`src/rtl/cssg_pkg.sv`:
```
// shared types and constants of the shape span generator
`default_nettype none

package cssg_pkg;

	localparam int MAX_DIM_DEF = 1024;

	// fixed field widths
	localparam int ACT_W   = 2;
	localparam int ORG_W   = 12;
	localparam int RECT_W  = 11;
	localparam int RAD_W   = 10;
	localparam int ROW_W   = 10;
	localparam int COLOR_W = 32;
	localparam int CFG_W   = 11;
	localparam int START_W = 10;
	localparam int LEN_W   = 11;
	localparam int ADDR_W  = 20;

	// signed coordinate width covering every edge sum
	localparam int CRD_W   = 14;
	// square root result bits and the bit counter
	localparam int ROOT_W  = 12;
	localparam int ROOT_BW = 4;

	localparam int CFG_IDX_W = 1;
	localparam logic [CFG_IDX_W-1:0] CFG_WIDTH  = 1'b0;
	localparam logic [CFG_IDX_W-1:0] CFG_HEIGHT = 1'b1;

	localparam logic [CFG_W-1:0] WIDTH_RST  = 11'd640;
	localparam logic [CFG_W-1:0] HEIGHT_RST = 11'd480;

	localparam logic [ACT_W-1:0] ACT_CANVAS = 2'd0;
	localparam logic [ACT_W-1:0] ACT_RECT   = 2'd1;
	localparam logic [ACT_W-1:0] ACT_CIRCLE = 2'd2;

	typedef struct packed {
		logic [CFG_W-1:0] cw;
		logic [CFG_W-1:0] ch;
	} cssg_cfg_t;

	typedef struct packed {
		logic               valid;
		logic               span_valid;
		logic [START_W-1:0] start;
		logic [LEN_W-1:0]   length;
		logic [ADDR_W-1:0]  addr;
		logic [COLOR_W-1:0] color;
	} cssg_res_t;

endpackage

`default_nettype wire

```
`src/rtl/cssg_mul.sv`:
```
// shared unsigned multiplier used for every product of the core
`default_nettype none

module cssg_mul #(
	parameter int W = 13
) (
	input  wire logic [W-1:0]   a,
	input  wire logic [W-1:0]   b,
	output logic      [2*W-1:0] p
);

	assign p = (2*W)'(a) * (2*W)'(b);

endmodule

`default_nettype wire

```
`src/rtl/cssg_core.sv`:
```
// sequencer and datapath: square terms, bitwise square root, clipping, address
`default_nettype none

module cssg_core #(
	parameter int MAX_DIM = cssg_pkg::MAX_DIM_DEF
) (
	input  wire logic                               clk,
	input  wire logic                               arst_n,
	input  wire cssg_pkg::cssg_cfg_t                cfg,
	input  wire logic                               in_valid,
	output logic                                    in_ready,
	input  wire logic [cssg_pkg::ACT_W-1:0]         action,
	input  wire logic signed [cssg_pkg::ORG_W-1:0]  origin_x,
	input  wire logic signed [cssg_pkg::ORG_W-1:0]  origin_y,
	input  wire logic [cssg_pkg::RECT_W-1:0]        rect_w,
	input  wire logic [cssg_pkg::RECT_W-1:0]        rect_h,
	input  wire logic [cssg_pkg::RAD_W-1:0]         radius,
	input  wire logic [cssg_pkg::ROW_W-1:0]         row,
	input  wire logic [cssg_pkg::COLOR_W-1:0]       paint,
	input  wire logic                               out_free,
	output cssg_pkg::cssg_res_t                     res
);

	localparam int DIM_W = $clog2(MAX_DIM + 1);
	localparam int MUL_W = (DIM_W > cssg_pkg::ROOT_W) ? DIM_W : cssg_pkg::ROOT_W;
	localparam int CRD_W = cssg_pkg::CRD_W;
	localparam int RAD_W = cssg_pkg::RAD_W;
	localparam int ROOT_W = cssg_pkg::ROOT_W;
	localparam int UCRD_W = CRD_W - 1;
	// signed one keeps the coordinate compares signed
	localparam logic signed [CRD_W-1:0] CRD_ONE = CRD_W'(1);

	typedef enum logic [2:0] {
		S_IDLE,
		S_RSQ,
		S_DYSQ,
		S_ROOT,
		S_CLIP,
		S_ADDR
	} state_t;

	state_t state_q;

	logic [cssg_pkg::ACT_W-1:0]        act_q;
	logic signed [cssg_pkg::ORG_W-1:0] ox_q;
	logic signed [cssg_pkg::ORG_W-1:0] oy_q;
	logic [cssg_pkg::RECT_W-1:0]       rw_q;
	logic [cssg_pkg::RECT_W-1:0]       rh_q;
	logic [RAD_W-1:0]                  r_q;
	logic [cssg_pkg::ROW_W-1:0]        y_q;
	logic [cssg_pkg::COLOR_W-1:0]      color_q;
	logic [DIM_W-1:0]                  w_q;
	logic [DIM_W-1:0]                  h_q;
	logic [2*RAD_W-1:0]                rsq_q;
	logic [2*RAD_W-1:0]                rem_q;
	logic [ROOT_W-1:0]                 root_q;
	logic [cssg_pkg::ROOT_BW-1:0]      bit_q;
	logic                              hit_q;
	logic [UCRD_W-1:0]                 start_q;
	logic [UCRD_W-1:0]                 len_q;

	logic [MUL_W-1:0]   mul_a;
	logic [MUL_W-1:0]   mul_b;
	logic [2*MUL_W-1:0] mul_p;

	logic signed [CRD_W-1:0] ox_s, oy_s, y_s, r_s, rw_s, rh_s, w_s, h_s, root_s;
	logic signed [CRD_W-1:0] dy_s, dy_abs;
	logic signed [CRD_W-1:0] lo, hi, lo_c, hi_c, hi_r;
	logic                    in_box, dims_ok, hit;
	logic [ROOT_W-1:0]       cand;
	logic [cssg_pkg::ADDR_W-1:0] addr;

	assign ox_s   = CRD_W'(ox_q);
	assign oy_s   = CRD_W'(oy_q);
	assign y_s    = signed'(CRD_W'(y_q));
	assign r_s    = signed'(CRD_W'(r_q));
	assign rw_s   = signed'(CRD_W'(rw_q));
	assign rh_s   = signed'(CRD_W'(rh_q));
	assign w_s    = signed'(CRD_W'(w_q));
	assign h_s    = signed'(CRD_W'(h_q));
	assign root_s = signed'(CRD_W'(root_q));

	assign dy_s   = y_s - oy_s;
	assign dy_abs = dy_s[CRD_W-1] ? -dy_s : dy_s;
	// circle bounding box is [c-r, c+r-1]
	assign in_box = (y_s >= oy_s - r_s) && (y_s <= oy_s + r_s - CRD_ONE);
	assign cand   = root_q | (ROOT_W'(1) << bit_q);

	always_comb begin
		unique case (state_q)
			S_RSQ: begin
				mul_a = MUL_W'(r_q);
				mul_b = MUL_W'(r_q);
			end
			S_DYSQ: begin
				mul_a = MUL_W'(dy_abs[RAD_W-1:0]);
				mul_b = MUL_W'(dy_abs[RAD_W-1:0]);
			end
			S_ROOT: begin
				mul_a = MUL_W'(cand);
				mul_b = MUL_W'(cand);
			end
			S_ADDR: begin
				mul_a = MUL_W'(y_q);
				mul_b = MUL_W'(w_q);
			end
			default: begin
				mul_a = '0;
				mul_b = '0;
			end
		endcase
	end

	cssg_mul #(.W(MUL_W)) u_mul (
		.a (mul_a),
		.b (mul_b),
		.p (mul_p)
	);

	// run edges per shape, then clip to the canvas
	always_comb begin
		dims_ok = (w_q != '0) && (h_q != '0) && (y_s < h_s);
		lo      = '0;
		hi      = '0;
		hit     = 1'b0;
		hi_r    = ox_s + root_s;
		unique case (act_q)
			cssg_pkg::ACT_CANVAS: begin
				lo  = '0;
				hi  = w_s - CRD_ONE;
				hit = 1'b1;
			end
			cssg_pkg::ACT_RECT: begin
				lo  = ox_s;
				hi  = ox_s + rw_s - CRD_ONE;
				hit = (y_s >= oy_s) && (y_s <= oy_s + rh_s - CRD_ONE);
			end
			cssg_pkg::ACT_CIRCLE: begin
				lo  = ox_s - root_s;
				hi  = (hi_r > ox_s + r_s - CRD_ONE) ? ox_s + r_s - CRD_ONE : hi_r;
				hit = in_box;
			end
			default: begin
				hit = 1'b0;
			end
		endcase
		lo_c = lo[CRD_W-1] ? '0 : lo;
		hi_c = (hi > w_s - CRD_ONE) ? w_s - CRD_ONE : hi;
		hit  = hit && dims_ok && (hi_c >= lo_c);
	end

	assign addr     = cssg_pkg::ADDR_W'(mul_p) + cssg_pkg::ADDR_W'(start_q);
	assign in_ready = (state_q == S_IDLE);

	always_ff @(posedge clk or negedge arst_n) begin
		if (!arst_n) begin
			state_q   <= S_IDLE;
			res.valid <= 1'b0;
		end else begin
			res.valid <= 1'b0;
			unique case (state_q)
				S_IDLE: begin
					if (in_valid) begin
						act_q   <= action;
						ox_q    <= origin_x;
						oy_q    <= origin_y;
						rw_q    <= rect_w;
						rh_q    <= rect_h;
						r_q     <= radius;
						y_q     <= row;
						color_q <= paint;
						w_q     <= (32'(cfg.cw) > 32'(MAX_DIM)) ? DIM_W'(MAX_DIM)
							: DIM_W'(cfg.cw);
						h_q     <= (32'(cfg.ch) > 32'(MAX_DIM)) ? DIM_W'(MAX_DIM)
							: DIM_W'(cfg.ch);
						state_q <= S_RSQ;
					end
				end
				S_RSQ: begin
					rsq_q <= mul_p[2*RAD_W-1:0];
					if (act_q == cssg_pkg::ACT_CIRCLE && in_box) begin
						state_q <= S_DYSQ;
					end else begin
						root_q  <= '0;
						state_q <= S_CLIP;
					end
				end
				S_DYSQ: begin
					rem_q   <= rsq_q - mul_p[2*RAD_W-1:0];
					root_q  <= '0;
					bit_q   <= cssg_pkg::ROOT_BW'(ROOT_W - 1);
					state_q <= S_ROOT;
				end
				S_ROOT: begin
					// keep the trial bit when its square still fits
					if (mul_p[2*ROOT_W-1:0] <= (2*ROOT_W)'(rem_q)) begin
						root_q <= cand;
					end
					if (bit_q == '0) begin
						state_q <= S_CLIP;
					end else begin
						bit_q <= bit_q - cssg_pkg::ROOT_BW'(1);
					end
				end
				S_CLIP: begin
					hit_q   <= hit;
					start_q <= lo_c[UCRD_W-1:0];
					len_q   <= UCRD_W'(hi_c - lo_c + CRD_ONE);
					state_q <= S_ADDR;
				end
				S_ADDR: begin
					if (out_free) begin
						res.valid <= 1'b1;
						if (hit_q) begin
							res.span_valid <= 1'b1;
							res.start      <= start_q[cssg_pkg::START_W-1:0];
							res.length     <= len_q[cssg_pkg::LEN_W-1:0];
							res.addr       <= addr;
							res.color      <= color_q;
						end else begin
							res.span_valid <= 1'b0;
							res.start      <= '0;
							res.length     <= '0;
							res.addr       <= '0;
							res.color      <= '0;
						end
						state_q <= S_IDLE;
					end
				end
				default: begin
					state_q <= S_IDLE;
				end
			endcase
		end
	end

endmodule

`default_nettype wire

```
`src/rtl/clipped_shape_span_generator_unit.sv`:
```
// Clipped shape span generator: one painted run per requested canvas row.
// Input channel in_valid/in_ready carries one shape word: action, origin,
// rectangle size or radius, the row and the paint color. Output channel
// out_valid/out_ready carries one span word per input word: span_valid,
// start column, length, linear pixel address and color; an empty run
// shows span_valid low with every other field zero.
// Canvas width and height are set through cfg_we/cfg_index/cfg_data, by the
// user only while no word is in flight; the block does not enforce it.
// Sizes above MAX_DIM count as MAX_DIM; one shared multiplier does every
// product under a small sequencer. From accept to out_valid a word passes
// the states RSQ, CLIP and ADDR and then the output register for canvas,
// rectangle and rows outside a circle's box; a row inside a circle also
// passes DYSQ and ROOT, the bit-by-bit square root of the half-width.
// in_ready is low while a word is at work, so no new word is taken.
// The output register holds a finished word while the receiver stalls,
// and the next input word is taken meanwhile; its result waits in the
// sequencer until the register frees up.
// Reset clears the sequencer and output valid and loads width 640 and
// height 480.
`default_nettype none

module clipped_shape_span_generator_unit #(
	parameter int MAX_DIM = cssg_pkg::MAX_DIM_DEF
) (
	input  wire logic                                clk,
	input  wire logic                                arst_n,
	input  wire logic                                cfg_we,
	input  wire logic [cssg_pkg::CFG_IDX_W-1:0]      cfg_index,
	input  wire logic [cssg_pkg::CFG_W-1:0]          cfg_data,
	input  wire logic                                in_valid,
	output logic                                     in_ready,
	input  wire logic [cssg_pkg::ACT_W-1:0]          action,
	input  wire logic signed [cssg_pkg::ORG_W-1:0]   origin_x,
	input  wire logic signed [cssg_pkg::ORG_W-1:0]   origin_y,
	input  wire logic [cssg_pkg::RECT_W-1:0]         rect_w,
	input  wire logic [cssg_pkg::RECT_W-1:0]         rect_h,
	input  wire logic [cssg_pkg::RAD_W-1:0]          radius,
	input  wire logic [cssg_pkg::ROW_W-1:0]          row,
	input  wire logic [cssg_pkg::COLOR_W-1:0]        paint,
	output logic                                     out_valid,
	input  wire logic                                out_ready,
	output logic                                     span_valid,
	output logic [cssg_pkg::START_W-1:0]             span_start,
	output logic [cssg_pkg::LEN_W-1:0]               span_length,
	output logic [cssg_pkg::ADDR_W-1:0]              pixel_address,
	output logic [cssg_pkg::COLOR_W-1:0]             span_color
);

	cssg_pkg::cssg_cfg_t cfg_q;
	cssg_pkg::cssg_res_t res;
	logic                out_valid_q;
	logic                out_free;

	always_ff @(posedge clk or negedge arst_n) begin
		if (!arst_n) begin
			cfg_q.cw <= cssg_pkg::WIDTH_RST;
			cfg_q.ch <= cssg_pkg::HEIGHT_RST;
		end else if (cfg_we) begin
			unique case (cfg_index)
				cssg_pkg::CFG_WIDTH:  cfg_q.cw <= cfg_data;
				cssg_pkg::CFG_HEIGHT: cfg_q.ch <= cfg_data;
				default: ;
			endcase
		end
	end

	assign out_free = !out_valid_q || out_ready;

	cssg_core #(.MAX_DIM(MAX_DIM)) u_core (
		.clk      (clk),
		.arst_n   (arst_n),
		.cfg      (cfg_q),
		.in_valid (in_valid),
		.in_ready (in_ready),
		.action   (action),
		.origin_x (origin_x),
		.origin_y (origin_y),
		.rect_w   (rect_w),
		.rect_h   (rect_h),
		.radius   (radius),
		.row      (row),
		.paint    (paint),
		.out_free (out_free),
		.res      (res)
	);

	// output word register
	always_ff @(posedge clk or negedge arst_n) begin
		if (!arst_n) begin
			out_valid_q <= 1'b0;
		end else if (res.valid) begin
			out_valid_q <= 1'b1;
		end else if (out_ready) begin
			out_valid_q <= 1'b0;
		end
	end

	always_ff @(posedge clk) begin
		if (res.valid) begin
			span_valid    <= res.span_valid;
			span_start    <= res.start;
			span_length   <= res.length;
			pixel_address <= res.addr;
			span_color    <= res.color;
		end
	end

	assign out_valid = out_valid_q;

endmodule

`default_nettype wire

```
`config.mk`:
```
export PLATFORM = sky130hd
export DESIGN_NAME = clipped_shape_span_generator_unit
export DESIGN_NICKNAME = d
export VERILOG_FILES = /design/src/rtl/cssg_pkg.sv /design/src/rtl/cssg_mul.sv /design/src/rtl/cssg_core.sv /design/src/rtl/clipped_shape_span_generator_unit.sv
export SDC_FILE = /design/constraint.sdc
export NUM_CORES = 1
export LEC_CHECK = 0
export BUFFER_PORTS_ARGS = -buffer_cell sky130_fd_sc_hd__buf_2
export CAP_MARGIN = 25
export CORE_MARGIN = 1
export CORE_UTILIZATION = 44
export CTS_CLUSTER_DIAMETER = 120
export DETAILED_ROUTE_END_ITERATION = 16
export PLACE_DENSITY = 0.68
export SLEW_MARGIN = 20
export SYNTH_ARGS = -nofsm -noshare
export SYNTH_HDL_FRONTEND = slang
export SYNTH_SLANG_ARGS = --single-unit
```
`constraint.sdc`:
```
create_clock -name clk -period 16.2 [get_ports clk]
set_clock_uncertainty 0.05 [all_clocks]
set_input_delay 1.62 -clock clk [delete_from_list [all_inputs] [get_ports clk]]
set_output_delay 1.62 -clock clk [all_outputs]
set_load 0.01 [all_outputs]
```
# After elaboration in Yosys (flattened, before gate mapping)

Cells that the tools add are included.

Bits in registers: 378
Input port bits: 117
Output and inout bits: 76
Logic and storage cells: 130

Add/subtract/negate cells: 19
Multipliers: 1
$lt $le $gt $ge: 11
Eq/ne operators: 13
Shift-type cells: 1
Muxes and demuxes: 24
Bitwise operators: 2
Reduce and logical (&&, ||, !) cells: 27

Operator list:

| operator              | number |
|---|---|
| $mux 75               | 2 |
| $pmux 12 s4           | 2 |
| $mux 74               | 1 |
| $sub 14x2->14 const B | 4 |
| $pmux 14 s3           | 1 |
| $pmux 12 s3           | 1 |
| $gt 14x14->1          | 2 |
| $le 11x14->1          | 2 |
| $mux 14               | 2 |
| $pmux 14 s2           | 1 |
| $add 12x11->13        | 2 |
| $add 12x12->13        | 2 |
| $le 24x20->1          | 1 |
| $mul 12x12->24        | 1 |
| $mux 12               | 2 |
| $gt 11x11->1 const B  | 2 |
| $reduce_bool 11->1    | 2 |
| $add 20x13->20        | 1 |
| $sub 20x20->20        | 1 |
| $pmux 3 s6            | 1 |
| $add 12x13->14        | 1 |
| $ge 11x14->1          | 1 |
| $ge 14x14->1          | 1 |
| $sub 12x13->14        | 1 |
| 37 further kinds      | 61 |

# Depth between registers and ports, before layout

Gate-level depths: netlist (run 1).

Word-level depth: 9
Mapped depth: 44

# Hierarchy

From an unflattened synthesis (run 1), not the netlist that was laid out.

Cells, all modules: 2718
Area, all modules: 28414.8 µm²

By module, submodules not included:

| module                            | instances | cells each | area an instance (µm²) | sequential area each (µm²) |
|---|---|---|---|---|
| cssg_core                         | 1         | 2021       | 20492.2                | 8418.1 |
| cssg_mul                          | 1         | 572        | 4739.5                 | 0.0 |
| clipped_shape_span_generator_unit | 1         | 125        | 3183.1                 | 2805.2 |

# Worst setup path before layout (run 1)

OpenSTA, ideal clock, no wires.

Kind: register -> register
Start: register u_core.y_q[0] (netlist bit)
End: register u_core.root_q[0], enable pin
Library setup time: 348 ps
Data arrival time: 8871 ps
Data required time: 15802 ps
Slack: 6931 ps
Stages on the path, launching flop included: 38
Clock period less this slack: 9269 ps
Path through: edfxtp_1 inv_1 ha_1 inv_1 fa_1 a21o_1 a21o_1 a221o_1 a21oi_1 o31a_1 buf_2 o21ai_0 xor2_1 o21ai_0 a21o_1 buf_2 nand2_1 fa_1 [... 2 more ...] fa_1 fa_1 inv_1 ha_1 a21o_1 nor3b_1 o21ai_0 a31o_2 a21oi_1 xnor2_1 ha_1 a21o_1 a21o_1 a21oi_1 o2111ai_1 a221oi_1 and4_1 a211o_1

Cells in the longest elaborated chain, start to end: 8

Ends and longest elaborated chain:

| item                         | line             | RTL |
|---|---|---|
| from (decl)                  | cssg_core.sv:50  | `logic [cssg_pkg::ROW_W-1:0] y_q;` |
| from (signal assigned)       | cssg_core.sv:170 | `y_q <= row;` |
| $sub 11x12->13               | cssg_core.sv:83  | `assign dy_s = y_s - oy_s;` |
| $neg 10->10                  | cssg_core.sv:84  | `assign dy_abs = dy_s[CRD_W-1] ? -dy_s : dy_s;` |
| $mux 10                      | cssg_core.sv:84  |  |
| $pmux 12 s4                  | cssg_core.sv:90  | `unique case (state_q)` |
| $mul 12x12->24 *             | cssg_mul.sv:12   | `assign p = (2*W)'(a) * (2*W)'(b);` |
| named net u_core.mul_p[17]   | cssg_core.sv:64  | `logic [2*MUL_W-1:0] mul_p;` |
| $le 24x20->1 *               | cssg_core.sv:196 | `if (mul_p[2*ROOT_W-1:0] <= (2*ROOT_W)'(rem_q)) begin` |
| $ne 2x1->1 (no line) *       | --               |  |
| $reduce_and 4->1 (no line) * | --               |  |
| to (signal assigned)         | cssg_core.sv:197 | `root_q <= cand;` |
| to (decl)                    | cssg_core.sv:56  | `logic [ROOT_W-1:0] root_q;` |

The timed path passes the listed nets; every way through them passes the cells marked *.
A chain may end at the register's enable or synchronous reset.

# Worst setup path in the final report (run 1)

Start: register u_core.y_q[0] (netlist bit)
End: register u_core.root_q[9], enable pin

The elaborated chain is that of the path after synthesis.

==> flow_metrics.py, run 1 <==
metrics = {
    "status": {
        "status": "complete, no violations",
    },
    "timing": {
        "min_period_ns": 10.86,
        "setup_viol_count_final": 0,
        "worstMarginPinSlew_ns": 1.015,
        "tns_ns": 0,
        "whs_ns": 0.3651,
        "fin_crit_sh_pct": 67.01,
        "hold_violations": 0,
        "final_max_slew_viol_count": 0,
        "fin_ws_ns": 5.344,
        "max_freq_ghz": 0.09212,
        "rsz0062_at_grt": "false",
        "maxSlewHeadroom_pct": 32.19,
    },
    "finish": {
        "finish.net_count": 3362,
        "final_common_cell": "edfxtp_1",
        "fillerInstances": 5719,
        "drive_gt1_share_pct": 12.65,
        "syn_to_final_growth_pct": 11.80,
        "final_cells": 3700,
        "mostFrequentLayoutCells": "edfxtp_1 (351), ha_1 (308), inv_1 (295), nand2_1 (194), buf_2 (192)",
    },
    "route": {
        "firstDrtPassIters": 6,
        "drt_iter0_markers": 1335,
        "viasPerCell": 5.491,
        "drc": 0,
        "vias": 20320,
        "wl_per_cell_um": 19.02,
        "drt_wl_total_um": 70370,
        "postRouteAntennaNets": 0,
    },
    "clock_network": {
        "post_cts_buffers": 0,
        "cts_tree": "done",
        "cts-root-buf": "clkbuf_16",
        "cts-resized-gates": 0,
        "cts_max_path_buffers": 3,
        "clkTransAtPathRegs_ns": 0.06,
        "htreeDepth": 2,
        "cts_buffers": 44,
        "cts_sinks": 378,
        "cts_hold_buf": 0,
        "clock_latency_ns": 0.59,
    },
    "global_route": {
        "grt-ovfl-total": 0,
        "grt_use_total_pct": 22.16,
        "grt_pass1_wl_um": 111400,
        "grt_max_degree": 76,
        "grt_antenna_before_repair": 2,
        "grt_pass1_vias": 20650,
    },
    "min_path": {
        "whs_path_depth": 0,
        "hold_start": "u_core.res[1]",
        "hold_path_class": "flip-flop to flip-flop",
        "whs_endpoint": "span_color[1]",
    },
    "placed_design": {
        "placed_cells": 3620,
        "place_ws_ns": 5.379,
        "gp_congestion": 0.9423,
        "hpwl_um": 55110,
        "port_buffers": 192,
    },
    "worst_setup_path": {
        "timing.rr.start": "u_core.y_q[0]",
        "end_kind": "flip-flop",
        "crit_type": "flip-flop to flip-flop",
        "ff2ff_path_depth": 37,
        "arrival_ns": 11.02,
        "worstPathMaxFanout": 12,
        "cp_slowest_cell": "a21oi_1",
        "critPathLaunchType": "flip-flop",
        "crit_path_max_incr_delay_ns": 0.80,
        "critical_path_required_ns": 16.37,
        "r2r_end": "u_core.root_q[9]",
        "r2r_slack_ns": 5.34,
    },
    "yosys": {
        "avgSynthCellArea_um2": 10.62,
        "synthCells": 2634,
        "ys_async_sr_fraction_pct": 7.143,
        "syn_nets": 3174,
        "synthDistinctLibCells": 100,
        "syn_area_um2": 27960,
        "synth_edf_count": 351,
        "ys.flop_type": "edfxtp_1",
        "ys_warn_count": 0,
        "synth.yosys.seq_area_share_pct": 40.14,
        "ys_ff_latch": 378,
    },
    "pwr": {
        "leakage_nw": 13.37,
        "ir_drop_uv": 161.0,
        "power_density_nw_per_um2": 235.7,
    },
    "floorplan": {
        "die_h_um": 254.1,
        "start_util_pct": 44.41,
        "die_w_um": 254.1,
        "io_pins": 193,
        "design.die.area_um2": 64560,
        "rows": 92,
        "core_region_area_um2": 62970,
    },
    "job": {
        "max-cap-violations": 0,
    },
}
registers in the layout (all words and copies together) (netlist names), 11 cells and up:
register / count
u_core.root_q: 12
u_core.start_q: 13
pixel_address: 20
span_length: 11
span_color: 32
u_core.len_q: 11
u_core.rem_q: 20
u_core.oy_q: 12
u_core.rsq_q: 20
u_core.res: 75
cfg_q: 22
u_core.ox_q: 12
u_core.h_q: 11
u_core.rh_q: 11
u_core.w_q: 11
u_core.color_q: 32
u_core.rw_q: 11
synth_stat cells, drive strengths merged (11+ instances only):
master	number	area, um^2
nand3	37	195.2
nor2b	51	319.1
and2	89	556.8
a21oi	150	750.7
mux2	25	281.5
fa	115	2302
ha	308	3854
nor4	11	75.07
xor2	57	506.7
nand2	194	728.2
and3	17	106.4
nor2	165	629.4
o31ai	21	167.7
a211oi	21	172.7
dfrtp	21	525.5
a211o	11	96.34
a31oi	18	112.6
nand2b	33	206.5
xnor2	110	963.4
nand4	21	131.4
clkbuf	54	212.7
o21bai	12	90.09
inv	297	1115
buf	11	53.80
or2	16	100.1
o21a	21	157.7
o21ai	83	415.4
edfxtp	351	10540
or3	19	128.9
nor3	54	280.3
o211ai	13	102.6
a21o	72	541.8
cell families (layout without fill, tap and decap cells):
| kind of cell | count (synthesis) | in the layout | synth area share, % |
|---|---|---|---|
| muxes | 28 | 28 | 1.114 |
| buffers and inverters | 362 | 581 | 4.940 |
| adders and majority gates | 423 | 423 | 22.02 |
| AOI/OAI and AO/OA | 525 | 525 | 12.81 |
| DFF | 378 | 378 | 40.14 |
| xor gates and xnor gates | 167 | 167 | 5.258 |
| other | 0 | 1 | 0 |
| and+or+nand+nor | 751 | 751 | 13.72 |
worst max-delay path by stage:
stage | startpoint | end | depth (start not counted)
global route | u_core.y_q[0] | u_core.root_q[8] | 36
CTS | u_core.y_q[0] | u_core.root_q[9] | 37
floorplan | u_core.y_q[0] | u_core.root_q[0] | 37
detailed placement | u_core.y_q[0] | u_core.root_q[5] | 37
finish | u_core.y_q[0] | u_core.root_q[9] | 37
global placement | u_core.y_q[0] | u_core.root_q[8] | 36
where the power goes:
group	internal, mW	switching, mW
clock network	0.549	0.395
logic	1.94	2.83
registers	1.51	0.146
total	4.00	3.37
critical path, delay by kind of cell (launching register included):
family | cells | cell delay (ns)
flops | 1 | 0.41
xor+xnor | 2 | 0.58
buf+inv | 6 | 0.45
simple gates | 3 | 0.69
compound gates | 17 | 4.41
fa+ha+maj | 9 | 3.89
cell type report:
type / instances / area [um^2] / area share, %
Antenna cell: 1 / 2.502 / 0.008005
Clock buffer: 57 / 1181 / 3.779
Clock inverter: 20 / 197.7 / 0.6324
Inverter: 297 / 1115 / 3.566
Multi-Input combinational cell: 1894 / 15380 / 49.21
Sequential cell: 378 / 11230 / 35.92
Tap cell: 846 / 1059 / 3.386
Timing Repair Buffer: 207 / 1094 / 3.498
metal layers:
metal  vias up  global-route usage [%]  wire length, um
met3       145                   2.725             3705
met1      9872                   28.62            30610
li1       9745                       -                -
met5         -                       0               13
met4         2                   7.952             2386
met2       551                   38.05            33660
stage by stage:
stage / utilization (%) / power, mW / instance area (um^2)
5_1_grt: 49.64 / 8.033 / 31260
3_3_place_gp: 47.39 / 6.199 / 29840
4_1_cts: 49.58 / 7.375 / 31220
6_report: 49.64 / 7.366 / 31260
3_5_place_dp: 47.39 / 6.372 / 29840
2_1_floorplan: - / 5.224 / 27960
(Power assumes the default switching activity.)
==> run 2: changes to the inputs <==
Clock period 16.2 ns to 10.5 ns, I/O delays scaled along.
==> run 2 against run 1 <==
Die area unchanged. Setup slack worse by 4.8 ns. Design area up 1.3%. Power up 58%. Highest routed layer unchanged. Global-route usage up 0.10 points. Critical path type unchanged.
==> flow_metrics.py, run 2 (synthesized netlist as in run 1, its figures left out) <==
metrics = {
    "status": {
        "status": "complete, no violations",
    },
    "job": {
        "max-cap-violations": 0,
    },
    "finish": {
        "syn_to_final_growth_pct": 13.29,
        "final_common_cell": "edfxtp_1",
        "final_core_util_pct": 50.31,
        "drive_gt1_share_pct": 14.38,
        "layout_top_registers": "u_core.res (75), span_color (32), u_core.color_q (32)",
        "largest_reg_flops": 75,
        "finish.net_count": 3392,
        "postLayoutCellArea_um2": 31680,
        "regMostFlops": "u_core.res",
        "mostFrequentLayoutCells": "edfxtp_1 (351), ha_1 (308), inv_1 (295), nand2_1 (194), buf_2 (192)",
    },
    "floorplan": {
        "rows": 92,
        "core_region_area_um2": 62970,
        "start_util_pct": 44.41,
        "design.die.area_um2": 64560,
        "die_w_um": 254.1,
        "io_pins": 193,
        "die_h_um": 254.1,
    },
    "placed_design": {
        "gp_congestion": 0.9276,
        "port_buffers": 192,
        "hpwl_um": 56480,
        "dpl_cell_area_um2": 30090,
    },
    "worst_setup_path": {
        "crit_family": "adder cells",
        "end_kind": "flip-flop",
        "path_buf_inv": 6,
        "crit_type": "flip-flop to flip-flop",
        "r2r_slack_ns": 0.51,
        "cpMostUsedCell": "fa_1",
        "arrival_ns": 10.23,
        "crit_path_max_incr_delay_ns": 0.56,
        "critPathLaunchType": "flip-flop",
        "worstPathMaxFanout": 12,
        "cp_slowest_cell": "fa_1",
        "critical_path_required_ns": 10.74,
    },
    "timing": {
        "whs_ns": 0.3651,
        "worstMarginPinSlew_ns": 0.9778,
        "maxSlewHeadroom_pct": 34.81,
        "final_max_slew_viol_count": 0,
        "min_period_ns": 9.990,
        "fin_crit_sh_pct": 95.14,
        "tns_ns": 0,
        "rsz0062_at_grt": "false",
        "hold_violations": 0,
        "max_freq_ghz": 0.1001,
        "setup_viol_count_final": 0,
    },
    "route": {
        "drt_wl_total_um": 71560,
        "vias": 20220,
        "drc": 0,
        "drt_iter0_markers": 1127,
        "postRouteAntennaNets": 0,
        "viasPerCell": 5.416,
        "wl_per_cell_um": 19.17,
        "firstDrtPassIters": 6,
    },
    "pwr": {
        "ir_drop_uv": 317.7,
        "leakage_nw": 13.60,
        "power_density_nw_per_um2": 367.5,
    },
    "global_route": {
        "grt-ovfl-total": 0,
        "grt_max_degree": 76,
        "grt_pass1_vias": 20520,
        "grt_use_total_pct": 22.26,
        "grt_pass1_wl_um": 111300,
        "grt_antenna_before_repair": 2,
    },
    "clock_network": {
        "cts_buffers": 43,
        "cts_tree": "done",
        "cts_max_path_buffers": 3,
        "htreeDepth": 2,
        "clock_latency_ns": 0.59,
        "cts_hold_buf": 0,
        "cts-root-buf": "clkbuf_16",
        "clkTransAtPathRegs_ns": 0.06,
        "cts_sinks": 378,
    },
    "min_path": {
        "hold_path_class": "flip-flop to flip-flop",
    },
}
==> run 2: final timing paths <==
kind / startpoint / endpoint / depth (start not counted)
worst max-delay path: u_core.y_q[0] / u_core.root_q[10] / 38
worst min-delay path: u_core.res[71] / span_start[8] / 0
worst max register to register: u_core.y_q[0] / u_core.root_q[10] / 38
worst min register to register: u_core.res[71] / span_start[8] / 0
max in group asynchronous: arst_n / u_core.res[74] / 2
min in group asynchronous: arst_n / cfg_q[13] / 2
==> run 2: per-stage QoR <==
stage          std cells  total power, mW  setup WS [ns]
2_1_floorplan       2634            8.060          1.231
3_3_place_gp        3650            9.709         0.5964
3_5_place_dp        3651            9.987         0.3863
4_1_cts             3730            11.64         0.3685
5_1_grt             3733            12.66       0.001495
6_report            3733            11.64         0.5098
==> run 2: cell type report <==
| class | instances | area (um^2) |
|---|---|---|
| timing repair buffer | 238 | 1339 |
| fill | 5648 | 31290 |
| inverter | 297 | 1115 |
| antenna | 1 | 2.502 |
| sequential | 378 | 11230 |
| multi-input combinational | 1894 | 15460 |
| tap | 846 | 1059 |
| clock buffer | 50 | 1122 |
| clock inverter | 29 | 355.3 |
==> run 2: metal layers <==
metal | track usage, % | part of all wire [%] | up-vias
met5 | 0 | 0.011 | -
met4 | 7.022 | 3.0 | 2
met3 | 2.960 | 5.1 | 121
met2 | 38.56 | 48 | 552
met1 | 28.68 | 44 | 9750
li1 | - | - | 9794
==> run 2: where the power goes <==
part | internal, mW | switching [mW]
sequential | 2.33 | 0.213
combinational | 3.11 | 4.42
clock | 0.927 | 0.639
total | 6.37 | 5.27
==> run 2: repair_timing <==
action                     4_1_cts  5_1_grt
resized for setup                0       17
setup endpoints to repair        0       12
setup buffers                    0        0
==> run 2: worst register-to-register path, delay by kind of cell (launching register included) <==
family	cells	cell delay, ns
AOI/OAI and AO/OA	17	3.65
xor gates and xnor gates	2	0.25
adders and majority gates	9	3.83
buffers and inverters	6	0.77
DFF	1	0.42
and+or+nand+nor	4	0.72
==> run 3: changes to the inputs <==
Settings changed: REMOVE_ABC_BUFFERS set to 1.
==> run 3 against run 2 <==
Combinational power shrank 0.9%. Sequential share of layout area grew 0.094 points. Register-to-register slack gained 0.17 ns. Largest power group unchanged. Clock power shrank 7%. Critical endpoint is now u_core.root_q[11].
==> flow_metrics.py, run 3 (synthesized netlist as in run 1, its figures left out) <==
metrics = {
    "status": {
        "status": "complete, no violations",
    },
    "global_route": {
        "grt_util_met1_pct": 28.50,
        "top_usage_layer": "met2",
        "grt_antenna_before_repair": 2,
        "gr-usage-met3_pct": 3.288,
        "grtUsageMet2_pct": 36.93,
        "grt_pass1_vias": 20480,
        "grt-ovfl-total": 0,
        "grt_max_degree": 76,
        "grt_pass1_wl_um": 110100,
        "grt_use_total_pct": 22.16,
    },
    "timing": {
        "fin_crit_sh_pct": 93.56,
        "max_freq_ghz": 0.1018,
        "setup_viol_count_final": 0,
        "rsz0062_at_grt": "false",
        "maxSlewHeadroom_pct": 32.60,
        "fin_ws_ns": 0.6766,
        "final_max_slew_viol_count": 0,
        "worstMarginPinSlew_ns": 1.011,
        "hold_violations": 0,
        "min_period_ns": 9.823,
        "tns_ns": 0,
    },
    "placed_design": {
        "gp_congestion": 0.9706,
        "place_ws_ns": 0.3292,
        "port_buffers": 192,
        "hpwl_um": 55890,
    },
    "route": {
        "viasPerCell": 5.461,
        "vias": 20360,
        "drc": 0,
        "wl_per_cell_um": 19.13,
        "postRouteAntennaNets": 0,
        "drt_iter0_markers": 1437,
        "firstDrtPassIters": 5,
        "drt_wl_total_um": 71320,
    },
    "worst_setup_path": {
        "end_kind": "flip-flop",
        "worstPathMaxFanout": 12,
        "path_buf_inv": 4,
        "crit_path_max_incr_delay_ns": 0.55,
        "timing.rr.start": "u_core.y_q[0]",
        "critPathLaunch": "u_core.y_q[0]",
        "crit_type": "flip-flop to flip-flop",
        "critical_path_required_ns": 10.75,
        "critPathLaunchType": "flip-flop",
        "crit_family": "adder cells",
        "cp_slowest_cell": "fa_1",
        "arrival_ns": 10.07,
    },
    "clock_network": {
        "cts_buffers": 43,
        "cts_tree": "done",
        "htreeDepth": 2,
        "cts_max_path_buffers": 3,
        "cts-root-buf": "clkbuf_16",
        "clkTransAtPathRegs_ns": 0.06,
        "clock_latency_ns": 0.59,
        "cts_sinks": 378,
    },
    "pwr": {
        "power_frac_clock_pct": 12.7,
        "pwr-share-comb_pct": 65.1,
        "seq_power_share_pct": 22.2,
        "internal_power_mw": 6.265,
        "leakage_nw": 13.51,
        "p_switching_mw": 5.196,
        "ir_drop_uv": 305.6,
        "power_density_nw_per_um2": 362.8,
        "swShare_pct": 45.34,
        "power_mw": 11.46,
    },
    "finish": {
        "layout_top_registers": "u_core.res (75), span_color (32), u_core.color_q (32)",
        "finish.net_count": 3389,
        "final_common_cell": "edfxtp_1",
        "regMostFlops": "u_core.res",
        "final_core_util_pct": 50.17,
        "largest_reg_flops": 75,
        "drive_gt1_share_pct": 14.40,
        "mostFrequentLayoutCells": "edfxtp_1 (351), ha_1 (308), inv_1 (295), nand2_1 (194), buf_2 (192)",
        "syn_to_final_growth_pct": 12.99,
    },
    "min_path": {
        "hold_start": "u_core.res[65]",
        "hold_path_class": "flip-flop to flip-flop",
    },
    "floorplan": {
        "rows": 92,
        "die_h_um": 254.1,
        "io_pins": 193,
        "core_region_area_um2": 62970,
        "design.die.area_um2": 64560,
        "start_util_pct": 44.41,
        "die_w_um": 254.1,
    },
    "job": {
        "max-cap-violations": 0,
    },
}
-- run 3: power groups by stage --
stage,Combinational [mW],Clock (mW),Sequential [mW]
floorplan,5.47,0,2.55
global placement,7.10,0,2.57
detailed placement,7.33,0,2.58
CTS,7.39,1.50,2.55
global route,8.40,1.55,2.58
finish,7.46,1.46,2.54
-- run 3: timing repair --
action	4_1_cts	5_1_grt
buffers inserted	0	4
hold buffers	0	0
resized for setup	0	31
setup endpoints to repair	0	13
-- run 3: path summary, 6_finish.rpt --
| path | to | slack, ns | cells after the start |
|---|---|---|---|
| min in group asynchronous | cfg_q[9] | 0.48 | 2 |
| hold / removal | span_start[2] | 0.36 | 0 |
| setup / recovery | u_core.root_q[11] | 0.68 | 36 |
| max in group asynchronous | u_core.res[74] | 9.50 | 2 |
| hold reg to reg | span_start[2] | 0.36 | 0 |
| setup reg to reg | u_core.root_q[11] | 0.68 | 36 |
-- run 3: per-stage QoR --
step,instance area [um^2],std cells,hold slack (ns)
final,31590,3729,0.3612
after CTS,31400,3721,0.3624
after detailed placement,30030,3643,0.3545
after global placement,30030,3643,0.3506
after global routing,31590,3728,0.3731
after floorplan,27690,2569,0.3503
-- run 3: layout make-up --
class / count / area, um^2
inverters: 297 / 1115
flip-flops and latches: 378 / 11230
diodes: 1 / 2.502
well taps: 846 / 1059
repair buffers: 235 / 1315
clock buffers: 50 / 1112
multi-input cells: 1894 / 15500
fillers: 5704 / 31370
clock inverters: 28 / 261.5
-- run 3: worst register-to-register path: cells and delay by family (launching register included) --
kind	cells	cell delay [ns]
buffers and inverters	4	0.36
xor gates and xnor gates	2	0.34
and+or+nand+nor	6	1.59
DFF	1	0.40
adders and majority gates	9	3.70
AOI/OAI and AO/OA	15	3.09
-- run 3: routing by layer --
metal,part of all wire [%],vias to the layer above
met5,0,-
met4,4.3,0
met3,5.3,150
met2,46,606
met1,44,9838
li1,-,9769
